## src/sv/button_press_classifier_macros.svh

```systemverilog
// Assertion macros shared by the button press classifier RTL.
// Each macro expects signals named clk and rst_n in the including module.
`ifndef BUTTON_PRESS_CLASSIFIER_MACROS_SVH
`define BUTTON_PRESS_CLASSIFIER_MACROS_SVH

// Same-cycle implication, checked outside reset.
`define BPC_ASSERT_NOW(label, ante, cons, msg) \
    label: assert property (@(posedge clk) disable iff (!rst_n) (ante) |-> (cons)) \
        else $error(msg);

// Next-cycle implication, checked outside reset.
`define BPC_ASSERT_NEXT(label, ante, cons, msg) \
    label: assert property (@(posedge clk) disable iff (!rst_n) (ante) |=> (cons)) \
        else $error(msg);

`endif

```

## src/sv/bpc_pkg.sv

```systemverilog
// Package for the button press classifier: state, status and configuration
// types, register indexes and reset values. No dependencies.
package bpc_pkg;

    localparam int unsigned TIME_W     = 32;
    localparam int unsigned CFG_IDX_W  = 2;
    localparam int unsigned CFG_DATA_W = 24;
    localparam int unsigned DEB_W      = 16;
    localparam int unsigned THR_W      = 24;

    localparam logic [CFG_IDX_W-1:0] REG_DEBOUNCE   = 2'd0;
    localparam logic [CFG_IDX_W-1:0] REG_LONG_PRESS = 2'd1;
    localparam logic [CFG_IDX_W-1:0] REG_TIMEOUT    = 2'd2;

    localparam logic [DEB_W-1:0] DEBOUNCE_RST   = 16'd50;
    localparam logic [THR_W-1:0] LONG_PRESS_RST = 24'd1000;
    localparam logic [THR_W-1:0] TIMEOUT_RST    = 24'd10000;

    // Status flags, one per result field.
    typedef struct packed {
        logic timeout;
        logic long_press;
        logic releasing;
        logic pressing;
        logic released;
        logic pressed;
    } status_t;

    // Everything the classifier carries from one tick to the next.
    typedef struct packed {
        status_t            status;
        logic [TIME_W-1:0]  press_start;
        logic [TIME_W-1:0]  last_press;
        logic               lock;
    } state_t;

    typedef struct packed {
        logic [DEB_W-1:0] debounce;
        logic [THR_W-1:0] long_press;
        logic [THR_W-1:0] timeout;
    } cfg_t;

endpackage

```

## src/sv/bpc_step.sv

```systemverilog
// One classification step of the button press classifier: next state from
// the current state, the configuration and one tick. Depends on bpc_pkg.
module bpc_step
(
    input  bpc_pkg::state_t              cur,
    input  bpc_pkg::cfg_t                cfg,
    input  logic [bpc_pkg::TIME_W-1:0]   now_ms,
    input  logic                         pin_level,
    output bpc_pkg::state_t              nxt
);

    logic [bpc_pkg::TIME_W-1:0] since_press;
    logic [bpc_pkg::TIME_W-1:0] held;
    logic                       active;
    logic                       level_eff;
    logic                       hit_timeout;
    logic                       long_hit;

    // Both differences wrap modulo 2^32; a zero start time means unknown.
    assign since_press = now_ms - cur.last_press;
    assign held        = (cur.press_start != '0) ? (now_ms - cur.press_start) : '0;
    assign active      = since_press >= {{(bpc_pkg::TIME_W-bpc_pkg::DEB_W){1'b0}}, cfg.debounce};
    assign level_eff   = pin_level && !cur.lock;
    assign hit_timeout = level_eff &&
        (held >= {{(bpc_pkg::TIME_W-bpc_pkg::THR_W){1'b0}}, cfg.timeout});
    assign long_hit    =
        (held > {{(bpc_pkg::TIME_W-bpc_pkg::THR_W){1'b0}}, cfg.long_press}) &&
        (held < {{(bpc_pkg::TIME_W-bpc_pkg::THR_W){1'b0}}, cfg.timeout});

    always_comb
    begin
        nxt = cur;
        if (active)
        begin
            nxt.status.timeout    = 1'b0;
            nxt.status.pressing   = 1'b0;
            nxt.status.releasing  = 1'b0;
            nxt.status.long_press = 1'b0;

            if (cur.lock && !pin_level)
            begin
                nxt.lock = 1'b0;
            end

            if (level_eff)
            begin
                // A timeout ends the press with a zero held time, so it never
                // counts as long; the fresh press follows in the same tick.
                if (hit_timeout)
                begin
                    nxt.status.timeout   = 1'b1;
                    nxt.status.releasing = 1'b1;
                    nxt.lock             = 1'b1;
                end
                if (hit_timeout || cur.status.released)
                begin
                    nxt.press_start      = now_ms;
                    nxt.last_press       = now_ms;
                    nxt.status.pressing  = 1'b1;
                end
                nxt.status.pressed  = 1'b1;
                nxt.status.released = 1'b0;
            end
            else
            begin
                if (cur.status.pressed)
                begin
                    nxt.status.releasing  = 1'b1;
                    nxt.status.long_press = long_hit;
                end
                nxt.status.released = 1'b1;
                nxt.status.pressed  = 1'b0;
                nxt.press_start     = '0;
            end
        end
    end

endmodule

```

## src/sv/button_press_classifier.sv

```systemverilog
// Button press classifier: debounce, long press and timeout detection.
// A tick passes the input register, then the result register, before its result is valid.
// Throughput: one item per cycle while out_ready allows; the state update is a single registered pass.
// Reset (rst_n, asynchronous, active low) clears status, times and the lock,
// and loads the register defaults. Depends on bpc_pkg, bpc_step and the macro
// header button_press_classifier_macros.svh.
`include "button_press_classifier_macros.svh"

module button_press_classifier
(
    input  logic                                clk,
    input  logic                                rst_n,

    input  logic                                cfg_we,
    input  logic [bpc_pkg::CFG_IDX_W-1:0]       cfg_index,
    input  logic [bpc_pkg::CFG_DATA_W-1:0]      cfg_wdata,

    input  logic                                in_valid,
    output logic                                in_ready,
    input  logic [bpc_pkg::TIME_W-1:0]          now_ms,
    input  logic                                pin_level,

    output logic                                out_valid,
    input  logic                                out_ready,
    output logic                                is_pressed,
    output logic                                is_released,
    output logic                                press_event,
    output logic                                release_event,
    output logic                                long_press_event,
    output logic                                timeout_event
);

    // The configuration registers. The user must write them only while idle; the
    // block itself does not enforce it and has no interlock with the datapath.
    bpc_pkg::cfg_t cfg_reg;

    always_ff @(posedge clk or negedge rst_n)
    begin
        if (!rst_n)
        begin
            cfg_reg.debounce   <= bpc_pkg::DEBOUNCE_RST;
            cfg_reg.long_press <= bpc_pkg::LONG_PRESS_RST;
            cfg_reg.timeout    <= bpc_pkg::TIMEOUT_RST;
        end
        else if (cfg_we)
        begin
            unique case (cfg_index)
                bpc_pkg::REG_DEBOUNCE:   cfg_reg.debounce   <= cfg_wdata[bpc_pkg::DEB_W-1:0];
                bpc_pkg::REG_LONG_PRESS: cfg_reg.long_press <= cfg_wdata;
                bpc_pkg::REG_TIMEOUT:    cfg_reg.timeout    <= cfg_wdata;
                default:                 ;
            endcase
        end
    end

    // The pipeline has two stages: an input register holding the accepted
    // tick, and the result register. The classification step sits between
    // them and commits the state at the same edge it loads the result, so
    // the next tick in the input register always sees the updated state.
    logic                          in_valid_reg;
    logic [bpc_pkg::TIME_W-1:0]    in_now_reg;
    logic                          in_level_reg;
    logic                          out_valid_reg;
    bpc_pkg::status_t              out_status_reg;
    bpc_pkg::state_t               state_reg;
    bpc_pkg::state_t               state_next;

    logic out_load;
    logic in_load;

    // The result register takes a new value when it is empty or its
    // transfer completes in this cycle.
    assign out_load = in_valid_reg && (!out_valid_reg || out_ready);
    assign in_ready = !in_valid_reg || out_load;
    assign in_load  = in_valid && in_ready;

    bpc_step u_step
    (
        .cur       (state_reg),
        .cfg       (cfg_reg),
        .now_ms    (in_now_reg),
        .pin_level (in_level_reg),
        .nxt       (state_next)
    );

    always_ff @(posedge clk or negedge rst_n)
    begin
        if (!rst_n)
        begin
            in_valid_reg  <= 1'b0;
            out_valid_reg <= 1'b0;
            state_reg     <= '0;
        end
        else
        begin
            if (in_load)
            begin
                in_valid_reg <= 1'b1;
            end
            else if (out_load)
            begin
                in_valid_reg <= 1'b0;
            end

            if (out_load)
            begin
                out_valid_reg <= 1'b1;
                state_reg     <= state_next;
            end
            else if (out_ready)
            begin
                out_valid_reg <= 1'b0;
            end
        end
    end

    // Payload registers carry no reset.
    always_ff @(posedge clk)
    begin
        if (in_load)
        begin
            in_now_reg   <= now_ms;
            in_level_reg <= pin_level;
        end
        if (out_load)
        begin
            out_status_reg <= state_next.status;
        end
    end

    assign out_valid        = out_valid_reg;
    assign is_pressed       = out_status_reg.pressed;
    assign is_released      = out_status_reg.released;
    assign press_event      = out_status_reg.pressing;
    assign release_event    = out_status_reg.releasing;
    assign long_press_event = out_status_reg.long_press;
    assign timeout_event    = out_status_reg.timeout;

    // A timeout always ends the press and starts a new one in the same tick.
    `BPC_ASSERT_NOW(a_timeout_restarts, out_valid_reg && out_status_reg.timeout,
        out_status_reg.releasing && out_status_reg.pressing && out_status_reg.pressed,
        "timeout without release and new press")
    // Held and released are never counted at once.
    `BPC_ASSERT_NOW(a_status_exclusive, out_valid_reg,
        !(out_status_reg.pressed && out_status_reg.released),
        "pressed and released both set")
    // A known start time exists only while the button is held.
    `BPC_ASSERT_NOW(a_start_when_held, state_reg.press_start != '0,
        state_reg.status.pressed, "press start time kept while not held")
    // A held timeout flag means the lock is still engaged.
    `BPC_ASSERT_NOW(a_timeout_locks, state_reg.status.timeout, state_reg.lock,
        "timeout flag without lock")
    // A timeout step engages the lock at the next cycle.
    `BPC_ASSERT_NEXT(a_lock_follows, out_load && state_next.status.timeout
        && !state_reg.status.timeout, state_reg.lock, "lock not set after timeout")

endmodule

```

## config.mk

```make
export PLATFORM = sky130hd
export DESIGN_NAME = button_press_classifier
export DESIGN_NICKNAME = d
export VERILOG_FILES = /design/src/sv/bpc_pkg.sv /design/src/sv/bpc_step.sv /design/src/sv/button_press_classifier.sv
export VERILOG_INCLUDE_DIRS = /design/src /design/src/sv
export SDC_FILE = /design/constraint.sdc
export NUM_CORES = 1
export LEC_CHECK = 0
export ABC_AREA = 1
export ABC_CLOCK_PERIOD_IN_PS = 4500
export BUFFER_PORTS_ARGS = -buffer_cell sky130_fd_sc_hd__buf_2
export CAP_MARGIN = 20
export CORE_AREA = 10 10 199 183
export CTS_CLUSTER_DIAMETER = 40
export DETAILED_ROUTE_END_ITERATION = 6
export DIE_AREA = 0 0 209 193
export RECOVER_POWER = 25
export SYNTH_ARGS = -nofsm -noshare
export SYNTH_HDL_FRONTEND = slang
export SYNTH_HIERARCHICAL = 1
export SYNTH_SLANG_ARGS = --single-unit
```

## constraint.sdc

```tcl
create_clock -name clk -period 4.5 [get_ports clk]
set_input_delay 0.45 -clock clk [delete_from_list [all_inputs] [get_ports clk]]
set_output_delay 0.45 -clock clk [all_outputs]
set_load 0.005 [all_outputs]
```

== After elaboration in Yosys (flattened, before gate mapping) ==
Index checks and enable logic that the tools add are counted.

* Flip-flop bits (word level): 176
* Word-level logic and storage cells: 72

* $add $sub $neg: 2
* Order comparisons: 4
* Equal/unequal tests: 3
* Mux-type cells: 18
* Reductions and logical operators: 23

{| class="wikitable"
|+ Operators with widths
! kind !! count
|-
| 71-bit two-way mux || 1
|-
| 64-bit two-way mux || 1
|-
| 32-bit subtractor || 2
|-
| 34-bit two-way mux || 1
|-
| 33-bit two-way mux || 1
|-
| 32-bit by 16-bit greater-or-equal comparator with 1-bit output || 1
|-
| 32-bit by 24-bit greater-or-equal comparator with 1-bit output || 1
|-
| 32-bit by 24-bit greater-than comparator with 1-bit output || 1
|-
| 32-bit by 24-bit < comparator with 1-bit output || 1
|-
| 32-bit two-way mux || 1
|-
| 32-bit nonzero test || 1
|-
| 1-bit two-way mux || 12
|-
| 2-bit AND reduction || 4
|-
| 1-bit logical AND || 6
|-
| 1-bit zero test || 4
|-
| 4-bit AND reduction || 1
|-
| 2-bit nonzero test || 2
|-
| 1-bit logical OR || 3
|-
| 3-bit AND reduction || 1
|-
| 2-bit by 1-bit equality test with 1-bit output, second input constant || 1
|-
| 2-bit equality test, second input constant || 1
|-
| 2-bit zero test || 1
|-
| 2-bit two-way mux || 1
|-
| 2-bit inequality test, second input constant || 1
|}

== Depth between registers and ports, before layout ==
Gate-level depths: netlist of the first run.

* Depth in word-level cells: 8
* Mapped depth: 30
* Depth with buffers taken out: 29

== Hierarchy ==
Netlist of the first run, hierarchy kept.

{| class="wikitable"
|+ Modules (own cells, without submodules)
! module !! times used !! cells each !! area an instance (µm²) !! sequential area each (µm²)
|-
| bpc_step || 1 || 1626 || 8287.9 || 0.0
|-
| button_press_classifier || 1 || 641 || 6651.4 || 4616.9
|}

== Worst setup path before layout of the first run ==
OpenSTA, ideal clock, no wires.

* Path type: register to register
* Start: reg in_now_reg[0] (netlist name)
* End: reg state_reg[55] (netlist name)
* Data arrival time: 3.471 ns
* Slack: 0.962 ns
* Stages on the path, launching flop included: 28
* Path buffers: 2
* Period minus slack after synthesis: 3.538 ns
* Cell sequence: edfxtp_1 -> inv_1 -> ha_1 -> inv_1 -> fa_1 -> nand3_1 -> nand2_1 -> nand2_1 -> nand2_1 -> xor2_1 -> ha_1 -> nand2_1 -> nor2_1 -> a211oi_1 -> a21oi_1 -> o21ai_0 -> nand2_1 -> nor2_1 -> nand3_1 -> nor2_1 -> nand4_1 -> nor2_1 -> buf_4 -> buf_4 -> nand4_1 -> a21oi_1 -> nand3_1 -> nand2_1

* Word-level cells in the longest chain between the ends: 7
* Elaborated cells on any way between the ends: 9

{| class="wikitable"
|+ Ends and longest elaborated chain
! element !! line !! text
|-
| from (decl) || button_press_classifier.sv:61 || <nowiki>logic [bpc_pkg::TIME_W-1:0] in_now_reg;</nowiki>
|-
| from (signal assigned) || button_press_classifier.sv:122 || <nowiki>in_now_reg <= now_ms;</nowiki>
|-
| 32-bit subtractor || bpc_step.sv:21 || <nowiki>assign held = (cur.press_start != '0) ? (now_ms - cur.press_start) : '0;</nowiki>
|-
| 32-bit two-way mux || bpc_step.sv:21 ||
|-
| 32-bit by 24-bit greater-or-equal comparator with 1-bit output || bpc_step.sv:25 || <nowiki>(held >= {{(bpc_pkg::TIME_W-bpc_pkg::THR_W){1'b0}}, cfg.timeout});</nowiki>
|-
| 1-bit logical AND || bpc_step.sv:24 || <nowiki>assign hit_timeout = level_eff &&</nowiki>
|-
| 1-bit logical OR || bpc_step.sv:55 || <nowiki>if (hit_timeout || cur.status.released)</nowiki>
|-
| 2-bit inequality test (no line) || -- ||
|-
| 3-bit AND reduction (no line) * || -- ||
|-
| to (signal assigned) || button_press_classifier.sv:108 || <nowiki>state_reg <= state_next;</nowiki>
|-
| to (decl) || button_press_classifier.sv:65 || <nowiki>bpc_pkg::state_t state_reg;</nowiki>
|}

Every way passes the cells marked *; elsewhere a longest branch is shown, timed or not.
A chain may end at the register's enable or synchronous reset.

== Final worst setup path of the first run ==
* Start: reg in_now_reg[14] (netlist name)
* End: reg state_reg[62] (netlist name)

The elaborated chain is that of the path after synthesis.

==> results of run 1 <==
[through the flow]
stage	cell area [um^2]	utilization	TNS (ns)
floorplan	14940	-	0
finish	16670	0.5158	0
CTS	16360	0.5063	0
global route	16670	0.5158	0
global placement	15790	0.4887	0
detailed placement	15790	0.4887	-0.1024
[routing by layer]
metal,global-route usage,share of wire
met1,0.3456,0.47
met2,0.3787,0.44
met3,0.03881,0.069
met4,0.07658,0.024
met5,0,0
[what timing repair did]
item / CTS / global route
pin swaps: 0 / 11
buffers inserted: 0 / 13
resized for setup: 3 / 37
endpoints found under the setup margin: 36 / 75
cloned: 0 / 3
[cell families after synthesis]
logic type                 share of synthesized area
AOI/OAI and AO/OA                            0.08518
xor gates and xnor gates                     0.01642
adders and majority gates                     0.1065
buffers and inverters                         0.1244
DFF                                           0.3090
and+or+nand+nor                               0.3585
[worst max path at each step]
stage,end,slack [ns],cells after the start
detailed placement,state_reg[29],-0.01,29
global route,state_reg[1],0.01,29
floorplan,state_reg[55],0.96,27
global placement,state_reg[24],0.07,29
CTS,state_reg[62],0.05,28
finish,state_reg[62],0.22,21
[final cells by class]
cell class	count	area [um^2]
clock inverters	12	108.9
repair buffers	126	922.1
clock buffers	20	446.7
multi-input cells	1630	8597
inverters	386	1449
well taps	422	528.0
fillers	3339	15650
flip-flops and latches	176	4619
[worst max-delay path, delay by kind of cell (launching register included)]
| family | cells | cell delay (ns) |
|---|---|---|
| XOR/XNOR | 1 | 0.16 |
| flip-flops | 1 | 0.49 |
| buffers and inverters | 2 | 0.26 |
| AND/OR/NAND/NOR | 10 | 1.37 |
| AO/OA/AOI/OAI | 6 | 1.20 |
| adder cells (fa/ha/maj) | 2 | 0.71 |
[synth_stat cells (all sizes together), types with 3 or more instances]
master / count / area, um^2
nand2: 781 / 2967
inv: 385 / 1445
nand3: 193 / 985.9
nor2: 160 / 613.1
ha: 124 / 1551
dfrtp: 123 / 3078
a21oi: 122 / 704.4
nand4: 100 / 625.6
o21ai: 58 / 294.0
buf: 51 / 319.1
edfxtp: 39 / 1171
clkbuf: 24 / 90.09
xor2: 22 / 192.7
dfstp: 14 / 367.9
nor3: 9 / 45.04
a31o: 6 / 52.55
xnor2: 6 / 52.55
a21o: 5 / 37.54
a31oi: 5 / 31.28
nand3b: 5 / 37.54
o21bai: 5 / 37.54
and2: 4 / 25.02
and3: 4 / 25.02
o21a: 4 / 30.03
a21boi: 3 / 22.52
[where the power goes]
part	total, mW	switching (mW)	internal, mW
clock network	1.49	0.708	0.779
logic	6.67	4.36	2.31
registers	2.36	0.317	2.04
total	10.5	5.38	5.13
==> metrics.txt, run 1 <==
failing checks=capacitance limit, slew limit; H-tree depth=4; Synth Cell Area=14940 um^2; RSZ-0062 raised after global routing=no; total track usage=0.2452; Top cell by count, worst path=a21oi_1; CP endpoint kind=flop; Peak supply drop=0.0003802 V; pre-CTS WS=-0.01296 ns; initial antenna violation count=0; hold path depth=1; vias in the first global route=13740; EDFF count, synth=39; syn avg cell area=6.590 um^2; CP required=4.89 ns; synth warn=6; Fin. Hold Viols=0; vias per cell=5.389; Core ar.=32320 um^2; first-iteration detailed-routing DRC count=1516; most frequent cells in the layout=767 x nand2_1, 378 x inv_1, 187 x nand3_1; Vias=14940; Worst setup SP type=flop; Slew headroom=-1.650; Die Height=193 um; syn nets=2457; Async SR Flop Fraction=0.7784; Area Overhead vs Synth=11.59%; DRC viols=0; Root Driver=clkbuf_16; CTS Buffer Depth=2; post-synthesis register bit count=176; MaxCap Viol Count=1; Clock Skews=0.01457 ns; CTS buffer count=17; Pleak=9.084 nW; Critical-path top delay cell=edfxtp_1; crit path max fanout=10; hold slack=0.1640 ns; site row count=63; min-delay worst type=in2reg; hold buffers post-CTS=0; die width=209 um; Tcrit/Tclk final=0.9502; Worst R2R End=state_reg[62]; CP cell instances=ha_1, a21oi_1, nand2_1, a21oi_1, o21ai_2, xor2_1, ha_1, a21oi_1, o21ai_0, nand3b_1, nor2_1, nand3_1, nor2_1, nand4_1, nor2_4, buf_12, buf_12, nand4_1, a21oi_1, nand3_1, nand2_1; port bufs=71; Total Wirelength=50.53 mm; total gr overflow=0; fmax=0.2339 GHz; Cells after DPL=2724; # IOs=72; Top FF cell, synth=dfrtp_1; Inserted Diodes=0; start of the worst register-to-register path=in_now_reg[14]; fraction of layout cells with a size suffix above 1=0.1064; critical path type=reg2reg; Seq/Total Area, Yosys=0.3090; HP Start=now_ms[11]; Starting Density=0.4623; max incr delay on CP=0.49 ns; Final Setup Violations=0; flop-to-flop setup slack=0.22 ns; total power=10.52 mW; post-layout minimum cycle time=4.276 ns; max FFs per register=71; Antenna Nets Post-Route=0; Final WS setup=0.2240 ns; post-DP HPWL=38.37 mm; synth unique cells=48; Layout Cells excl Fill=2772; status=complete, but fails checks; global-route wire length before repair=78.56 mm; Worst Path Arrival=4.66 ns; Skew-Pair Late Insertion Delay=0.46 ns; Clock Sinks=176; full die area=40340 um^2; commonest non-fill, non-tap cell in the layout=nand2_1; Setup crit start=in_now_reg[14]; CTS tree=built; routed length per placed instance=18.23 um; Gate Count Post-Synth=2267; drt first pass iters=6; worst slew pin tran=3.975 ns; Max Slew Vio Count=81; largest net degree at the start of global routing=81; Pwr per Cell Area=630.8 nW/um^2; layout net count=2527; routability-driven placement congestion ratio=0.9614; clk slew on worst S/H paths=0.07 ns; Worst Hold End=in_now_reg[11]; Reg2Reg Depth=21
Power figures use the tool's default switching activity.
==> inputs of run 2 (changes only) <==
- ABC_AREA: 1 -> 0
- CORE_AREA: 10 10 199 183 -> 10 10 167 154
- DIE_AREA: 0 0 209 193 -> 0 0 177 164
- PLACE_DENSITY: unset -> 0.77
==> run 2 against run 1 <==
Compared with the run above:
- the flow finishes with violations (capacitance limit, slew limit, setup timing)
- clock skew is 0.0052 ns higher
- synthesized cell count is 42% lower
- flip-flop and latch count stayed put
- global-route usage is 4.1 points higher
- clock-buffer cell count is 3 lower
- critical path type unchanged
- critical endpoint is now state_reg[42]
- highest routed layer unchanged
==> metrics.txt, run 2 <==
full die area=29030 um^2 (-28%); commonest non-fill, non-tap cell in the layout=buf_4; site row count=52 (-17%); total track usage=0.2864 (+0.04121); RSZ-0062 raised after global routing=yes; syn nets=1503 (-39%); Fin. Hold Viols=0 (unchanged); DRC viols=0 (unchanged); hold slack=0.1714 ns (+0.007315 ns); Setup crit start=in_now_reg[1]; H-tree depth=4 (unchanged); multi-input combinational cell area=8351 um^2 (-2.9%); Tcrit/Tclk final=1.300 (+0.3500); Antenna Nets Post-Route=0 (unchanged); Gate Count Post-Synth=1313 (-42%); synth unique cells=83 (+73%); initial antenna violation count=0 (unchanged); hold buffers post-CTS=0 (unchanged); worst slew pin tran=2.760 ns (-1.215 ns); CP required=4.88 ns (about the same); syn avg cell area=9.960 um^2 (+51%); final setup TNS=-88.04 ns (-88.04 ns); vias in the first global route=12800 (-6.9%); post-synthesis register bit count=176 (unchanged); CTS tree=built; Worst Hold End=in_now_reg[6]; simple-gate share of the synthesized area=0.1161 (-0.2424); CP endpoint kind=flop; max incr delay on CP=0.51 ns (+0.02 ns); HP Start=now_ms[6]; Critical-path top delay cell=or4_1; hold path depth=1 (unchanged); CTS Buffer Depth=2 (unchanged); min-delay worst type=in2reg; Worst R2R End=state_reg[42]; Skew-Pair Late Insertion Delay=0.45 ns (about the same); fill cell count=1245 (-63%); Top FF cell, synth=dfrtp_1; vias per cell=6.199 (+15%); synth warn=6 (unchanged); Synth Area in Adders=0.1225 (+0.01593); Reg2Reg Depth=28 (+33%); Clock Sinks=176 (unchanged); layout net count=1908 (-24%); Clock Skews=0.01972 ns (+0.005150 ns); post-DP HPWL=28.00 mm (-27%); Reg area=4617 um^2 (about the same); first-iteration detailed-routing DRC count=1232 (-19%); area leader, netlist=dfrtp_1; Cells after DPL=1937 (-29%); Inserted Diodes=0 (unchanged); Die Height=164 um (-15%); die width=177 um (-15%); crit path max fanout=8 (-2); Worst setup SP type=flop; Synth Area in Compound Gates=0.1638 (+0.07862); Vias=12570 (-16%); Comb power frac=0.634 (about the same); post-layout minimum cycle time=5.851 ns (+1.575 ns); most frequent cells in the layout=320 x buf_4, 134 x inv_1, 125 x mux2_2; Synth Cell Area=13080 um^2 (-12%); routed length per placed instance=22.29 um (+22%); Int Pwr=5.951 mW (+16%); total gr overflow=0 (unchanged); utilization after layout=0.8034 (+0.2876); EDFF count, synth=39 (unchanged); Slew headroom=-0.8403 (+0.8100); Final WS setup=-1.351 ns (-1.575 ns); Total Wirelength=45.21 mm (-11%); Top cell by count, worst path=a21oi_2; Pleak=8.399 nW (-7.5%); Peak supply drop=0.0003758 V (-1.2%); failing checks=capacitance limit, slew limit, setup timing; flop-to-flop setup slack=-1.35 ns (-1.57 ns); P_sw=4.364 mW (-19%); Root Driver=clkbuf_16; Clk pwr share=0.149 (+0.008); Starting Density=0.5894 (+0.1272); Net Sw Frac=0.4231 (-0.08876); clk slew on worst S/H paths=0.08 ns (about the same); Final Setup Violations=77 (+77); status=complete, but fails checks; CTS buffer count=17 (unchanged); routability-driven placement congestion ratio=0.9286 (-3.4%); mux cell area share after synthesis=0.1542 (+0.1542); critical path type=reg2reg; port bufs=71 (unchanged); start of the worst register-to-register path=in_now_reg[1]; Core ar.=22190 um^2 (-31%); Synth top cells by count=152 x mux2_2, 139 x inv_1, 124 x ha_1; largest net degree at the start of global routing=107 (+32%); MaxCap Viol Count=1 (unchanged); Pwr per Cell Area=578.7 nW/um^2 (-8.3%); Async SR Flop Fraction=0.7784 (unchanged); Area Overhead vs Synth=36.30%; Max Slew Vio Count=107 (+32%); most area-consuming cells after synthesis=dfrtp_1 24%, mux2_2 13%, ha_1 12%, edfxtp_1 9.0%, inv_1 4.0%; fraction of layout cells with a size suffix above 1=0.4333 (+0.3269); Worst Path Arrival=6.23 ns (+1.57 ns); # IOs=72 (unchanged); Synth Area in XOR/XNOR=0.03014 (+0.01372); largest family of logic cells by synthesized area=compound AO/OA/AOI/OAI gates; drt first pass iters=6 (unchanged); most common cell in the netlist=mux2_2; fmax=0.1709 GHz (-27%); register share of total power=0.217 (-0.007); global-route wire length before repair=66.11 mm (-16%); Layout Cells excl Fill=2028 (-27%); post-synth top area share=0.2354 (+0.02933); max FFs per register=71 (unchanged); Seq/Total Area, Yosys=0.3530 (+0.04400); pre-CTS WS=-1.454 ns (-1.441 ns)
-- run 2: cell types whose count changed in the layout (fill, tap and decap cells not counted), moves of 23 or more --
cell,change
nand2_1,-701
mux2_2,+125
nand3_1,-159
a21o_1,+23
inv_1,-244
buf_4,+276
mux2_4,+44
nor2_1,-82
a21oi_1,-33
a22o_1,+34
nand4_1,-78
-- run 2: critical path, delay by kind of cell, from the launching register on --
| family | cells | cell delay, ns |
|---|---|---|
| AOI/OAI and AO/OA | 10 | 1.66 |
| xor gates and xnor gates | 1 | 0.19 |
| adders and majority gates | 2 | 0.58 |
| buffers and inverters | 4 | 0.60 |
| DFF | 1 | 0.45 |
| muxes | 1 | 0.21 |
| and+or+nand+nor | 10 | 2.05 |
-- run 2: how the worst max path moves through the flow --
stage,endpoint,slack (ns)
floorplan,state_reg[16],-0.80
global placement,state_reg[1],-1.28
detailed placement,state_reg[7],-1.45
CTS,state_reg[52],-1.12
global route,state_reg[42],-1.46
finish,state_reg[42],-1.35
-- run 2: power by group through the flow --
stage / registers (mW) / logic, mW / clock network, mW
after floorplan: 2.19 / 3.25 / 0
after global placement: 2.22 / 5.11 / 0
after detailed placement: 2.24 / 5.30 / 0
after CTS: 2.22 / 5.73 / 1.52
after global routing: 2.27 / 7.00 / 1.60
final: 2.24 / 6.54 / 1.54
-- run 2: per-stage QoR --
stage	area, um^2	power [mW]
final	17820	10.31
after global routing	17820	10.87
after CTS	17330	9.467
after detailed placement	15930	7.536
after global placement	15930	7.321
after floorplan	13160	5.435
-- run 2: logic make-up after synthesis --
logic type      after synthesis
fa+ha+maj                   127
xor+xnor                     45
mux                         174
compound gates              316
flops                       176
buf+inv                     182
simple gates                293
-- run 2: layout make-up --
cell class	count	share of cell area
clock buffer	17	0.02387
tap	297	0.02085
timing repair buffer	428	0.1894
inverter	139	0.02927
sequential	176	0.2590
multi-input combinational	956	0.4685
clock inverter	15	0.009125
-- run 2: metal layers --
metal  vias up  track usage  part of all wire
met4         0       0.1539             0.058
li1       5588            -                 -
met1      6117       0.3339              0.39
met2       656       0.4898              0.48
met5         -            0                 0
met3       211      0.05533             0.072
-- run 2: what timing repair did --
action | CTS | global route
gates cloned | 6 | 2
endpoints found under the hold margin | 0 | 0
pin swaps | 49 | 78
buffers inserted | 36 | 23
setup endpoints to repair | 77 | 77
gates resized for setup | 82 | 81
==> inputs of run 3 (changes only) <==
- RECOVER_POWER: 25 -> unset
==> run 3 against run 2 <==
Compared with the run above:
- the flow finishes with violations (setup timing)
- clock power hardly changed
- global-route usage stayed put
- clock-buffer cell count unchanged
- final cell count stayed put
- design area hardly changed
- register-to-register slack is essentially flat
- non-clock buffer count is the same
- worst setup slack improved by 0.014 ns
- combinational power is essentially flat
- clock skew down 0.0012 ns
- critical path type unchanged
==> metrics.txt, run 3 (same netlist as run 2, synthesis figures left out) <==
status=complete, but fails checks; failing checks=setup timing; first-iteration detailed-routing DRC count=1298 (+5.4%); DRC viols=0 (unchanged); Clock Sinks=176 (unchanged); fmax=0.1713 GHz (+0.24%); most frequent cells in the layout=320 x buf_4, 134 x inv_1, 125 x mux2_2; clk slew on worst S/H paths=0.09 ns (about the same); commonest non-fill, non-tap cell in the layout=buf_4; largest net degree at the start of global routing=107 (unchanged); CP required=4.88 ns (about the same); Peak supply drop=0.0003803 V (+1.2%); Slew headroom=0.3311 (+1.171); CTS tree=built; routability-driven placement congestion ratio=0.9286 (unchanged); port bufs=71 (unchanged); max incr delay on CP=0.51 ns (about the same); max FFs per register=71 (unchanged); post-layout minimum cycle time=5.837 ns (-0.01416 ns); fill cell count=1244 (-0.080%); MaxCap Viol Count=0 (-1); Core ar.=22190 um^2 (unchanged); total power=10.32 mW (about the same); Pleak=8.409 nW (+0.12%); global-route wire length before repair=66.11 mm (unchanged); vias in the first global route=12800 (unchanged); Tcrit/Tclk final=1.297 (-0.003147); Max Slew Vio Count=0 (-100%); vias per cell=6.197 (about the same); Design Area, Final=17830 um^2 (about the same); layout net count=1908 (unchanged); Inserted Diodes=0 (unchanged); Antenna Nets Post-Route=0 (unchanged); initial antenna violation count=0 (unchanged); Final WS setup=-1.337 ns (+0.01416 ns); CTS Buffer Depth=2 (unchanged); Top cell by count, worst path=a21oi_2; Worst setup SP type=flop; Worst Path Arrival=6.22 ns (about the same); Die Height=164 um (unchanged); CTS buffer count=17 (unchanged); Root Driver=clkbuf_16; pre-CTS WS=-1.454 ns (unchanged); min-delay worst type=in2async; critical path type=reg2reg; Cells after DPL=1937 (unchanged); worst slew pin tran=1.003 ns (-1.757 ns); crit path max fanout=8 (unchanged); routed length per placed instance=22.31 um (about the same); RSZ-0062 raised after global routing=yes; Pwr per Cell Area=578.7 nW/um^2 (about the same); full die area=29030 um^2 (unchanged); H-tree depth=4 (unchanged); Clock Skews=0.01855 ns (-0.001166 ns); Starting Density=0.5894 (unchanged); site row count=52 (unchanged); CP endpoint kind=flop; Area Overhead vs Synth=36.38% (about the same); total gr overflow=0 (unchanged); post-DP HPWL=28.00 mm (unchanged); hold slack=0.1302 ns (-0.04118 ns); fraction of layout cells with a size suffix above 1=0.4350 (+0.001733); Total Wirelength=45.25 mm (about the same); drt first pass iters=5 (-1); Vias=12570 (-0.040%); total track usage=0.2864 (unchanged); Skew-Pair Late Insertion Delay=0.46 ns (about the same); die width=177 um (unchanged); Critical-path top delay cell=or4b_4; Final Setup Violations=77 (unchanged); Layout Cells excl Fill=2028 (unchanged); # IOs=72 (unchanged); Fin. Hold Viols=0 (unchanged); dpl cell area=15930 um^2 (unchanged)
-- run 3: final cells by class --
| cell class | count | area, um^2 | share of cell area |
|---|---|---|---|
| clock buffers | 17 | 425.4 | 0.02385 |
| clock inverters | 15 | 162.7 | 0.009120 |
| inverters | 139 | 521.8 | 0.02925 |
| multi-input cells | 956 | 8351 | 0.4682 |
| flip-flops and latches | 176 | 4617 | 0.2589 |
| well taps | 297 | 371.6 | 0.02084 |
| repair buffers | 428 | 3386 | 0.1898 |
-- run 3: path summary, 6_finish.rpt --
| path | to | depth (start not counted) | slack (ns) | from |
|---|---|---|---|---|
| min in group clk | in_now_reg[26] | 1 | 0.17 | now_ms[26] |
| min | cfg_reg[1] | 1 | 0.13 | rst_n |
| max reg2reg | state_reg[42] | 28 | -1.34 | in_now_reg[1] |
| max in group asynchronous | state_reg[55] | 2 | 3.23 | rst_n |
| max | state_reg[42] | 28 | -1.34 | in_now_reg[1] |
| min reg2reg | cfg_reg[35] | 1 | 0.51 | cfg_reg[35] |
-- run 3: repair_timing --
item	CTS	global route
hold endpoints to repair	0	0
hold buffers	0	0
resized for setup	82	81
pin swaps	49	78
endpoints found under the setup margin	77	77
setup buffers	36	23
cloned	6	2
-- run 3: per-layer routing --
metal	track usage	up-vias	share of wire
met5	0	-	0
met4	0.1539	0	0.060
met3	0.05533	213	0.070
met2	0.4898	638	0.48
met1	0.3339	6113	0.39
li1	-	5603	-
-- run 3: power by group --
| part | switching (mW) | leakage, nW | total, mW | internal [mW] |
|---|---|---|---|---|
| Clock | 0.794 | 0.291 | 1.54 | 0.749 |
| Sequential | 0.245 | 2.03 | 2.24 | 1.99 |
| Combinational | 3.33 | 6.09 | 6.54 | 3.21 |
| Total | 4.37 | 8.41 | 10.3 | 5.95 |
-- run 3: per-stage QoR --
step	utilization	setup TNS (ns)
floorplan	-	-42.01
global placement	0.7180	-85.21
detailed placement	0.7180	-95.53
CTS	0.7812	-73.25
global route	0.8039	-97.86
finish	0.8039	-86.59
-- run 3: critical path: cells and delay by family (launching register included) --
| kind | cells | cell delay [ns] |
|---|---|---|
| adders and majority gates | 2 | 0.58 |
| buffers and inverters | 4 | 0.60 |
| DFF | 1 | 0.45 |
| muxes | 1 | 0.21 |
| xor gates and xnor gates | 1 | 0.19 |
| and+or+nand+nor | 10 | 2.04 |
| AOI/OAI and AO/OA | 10 | 1.66 |
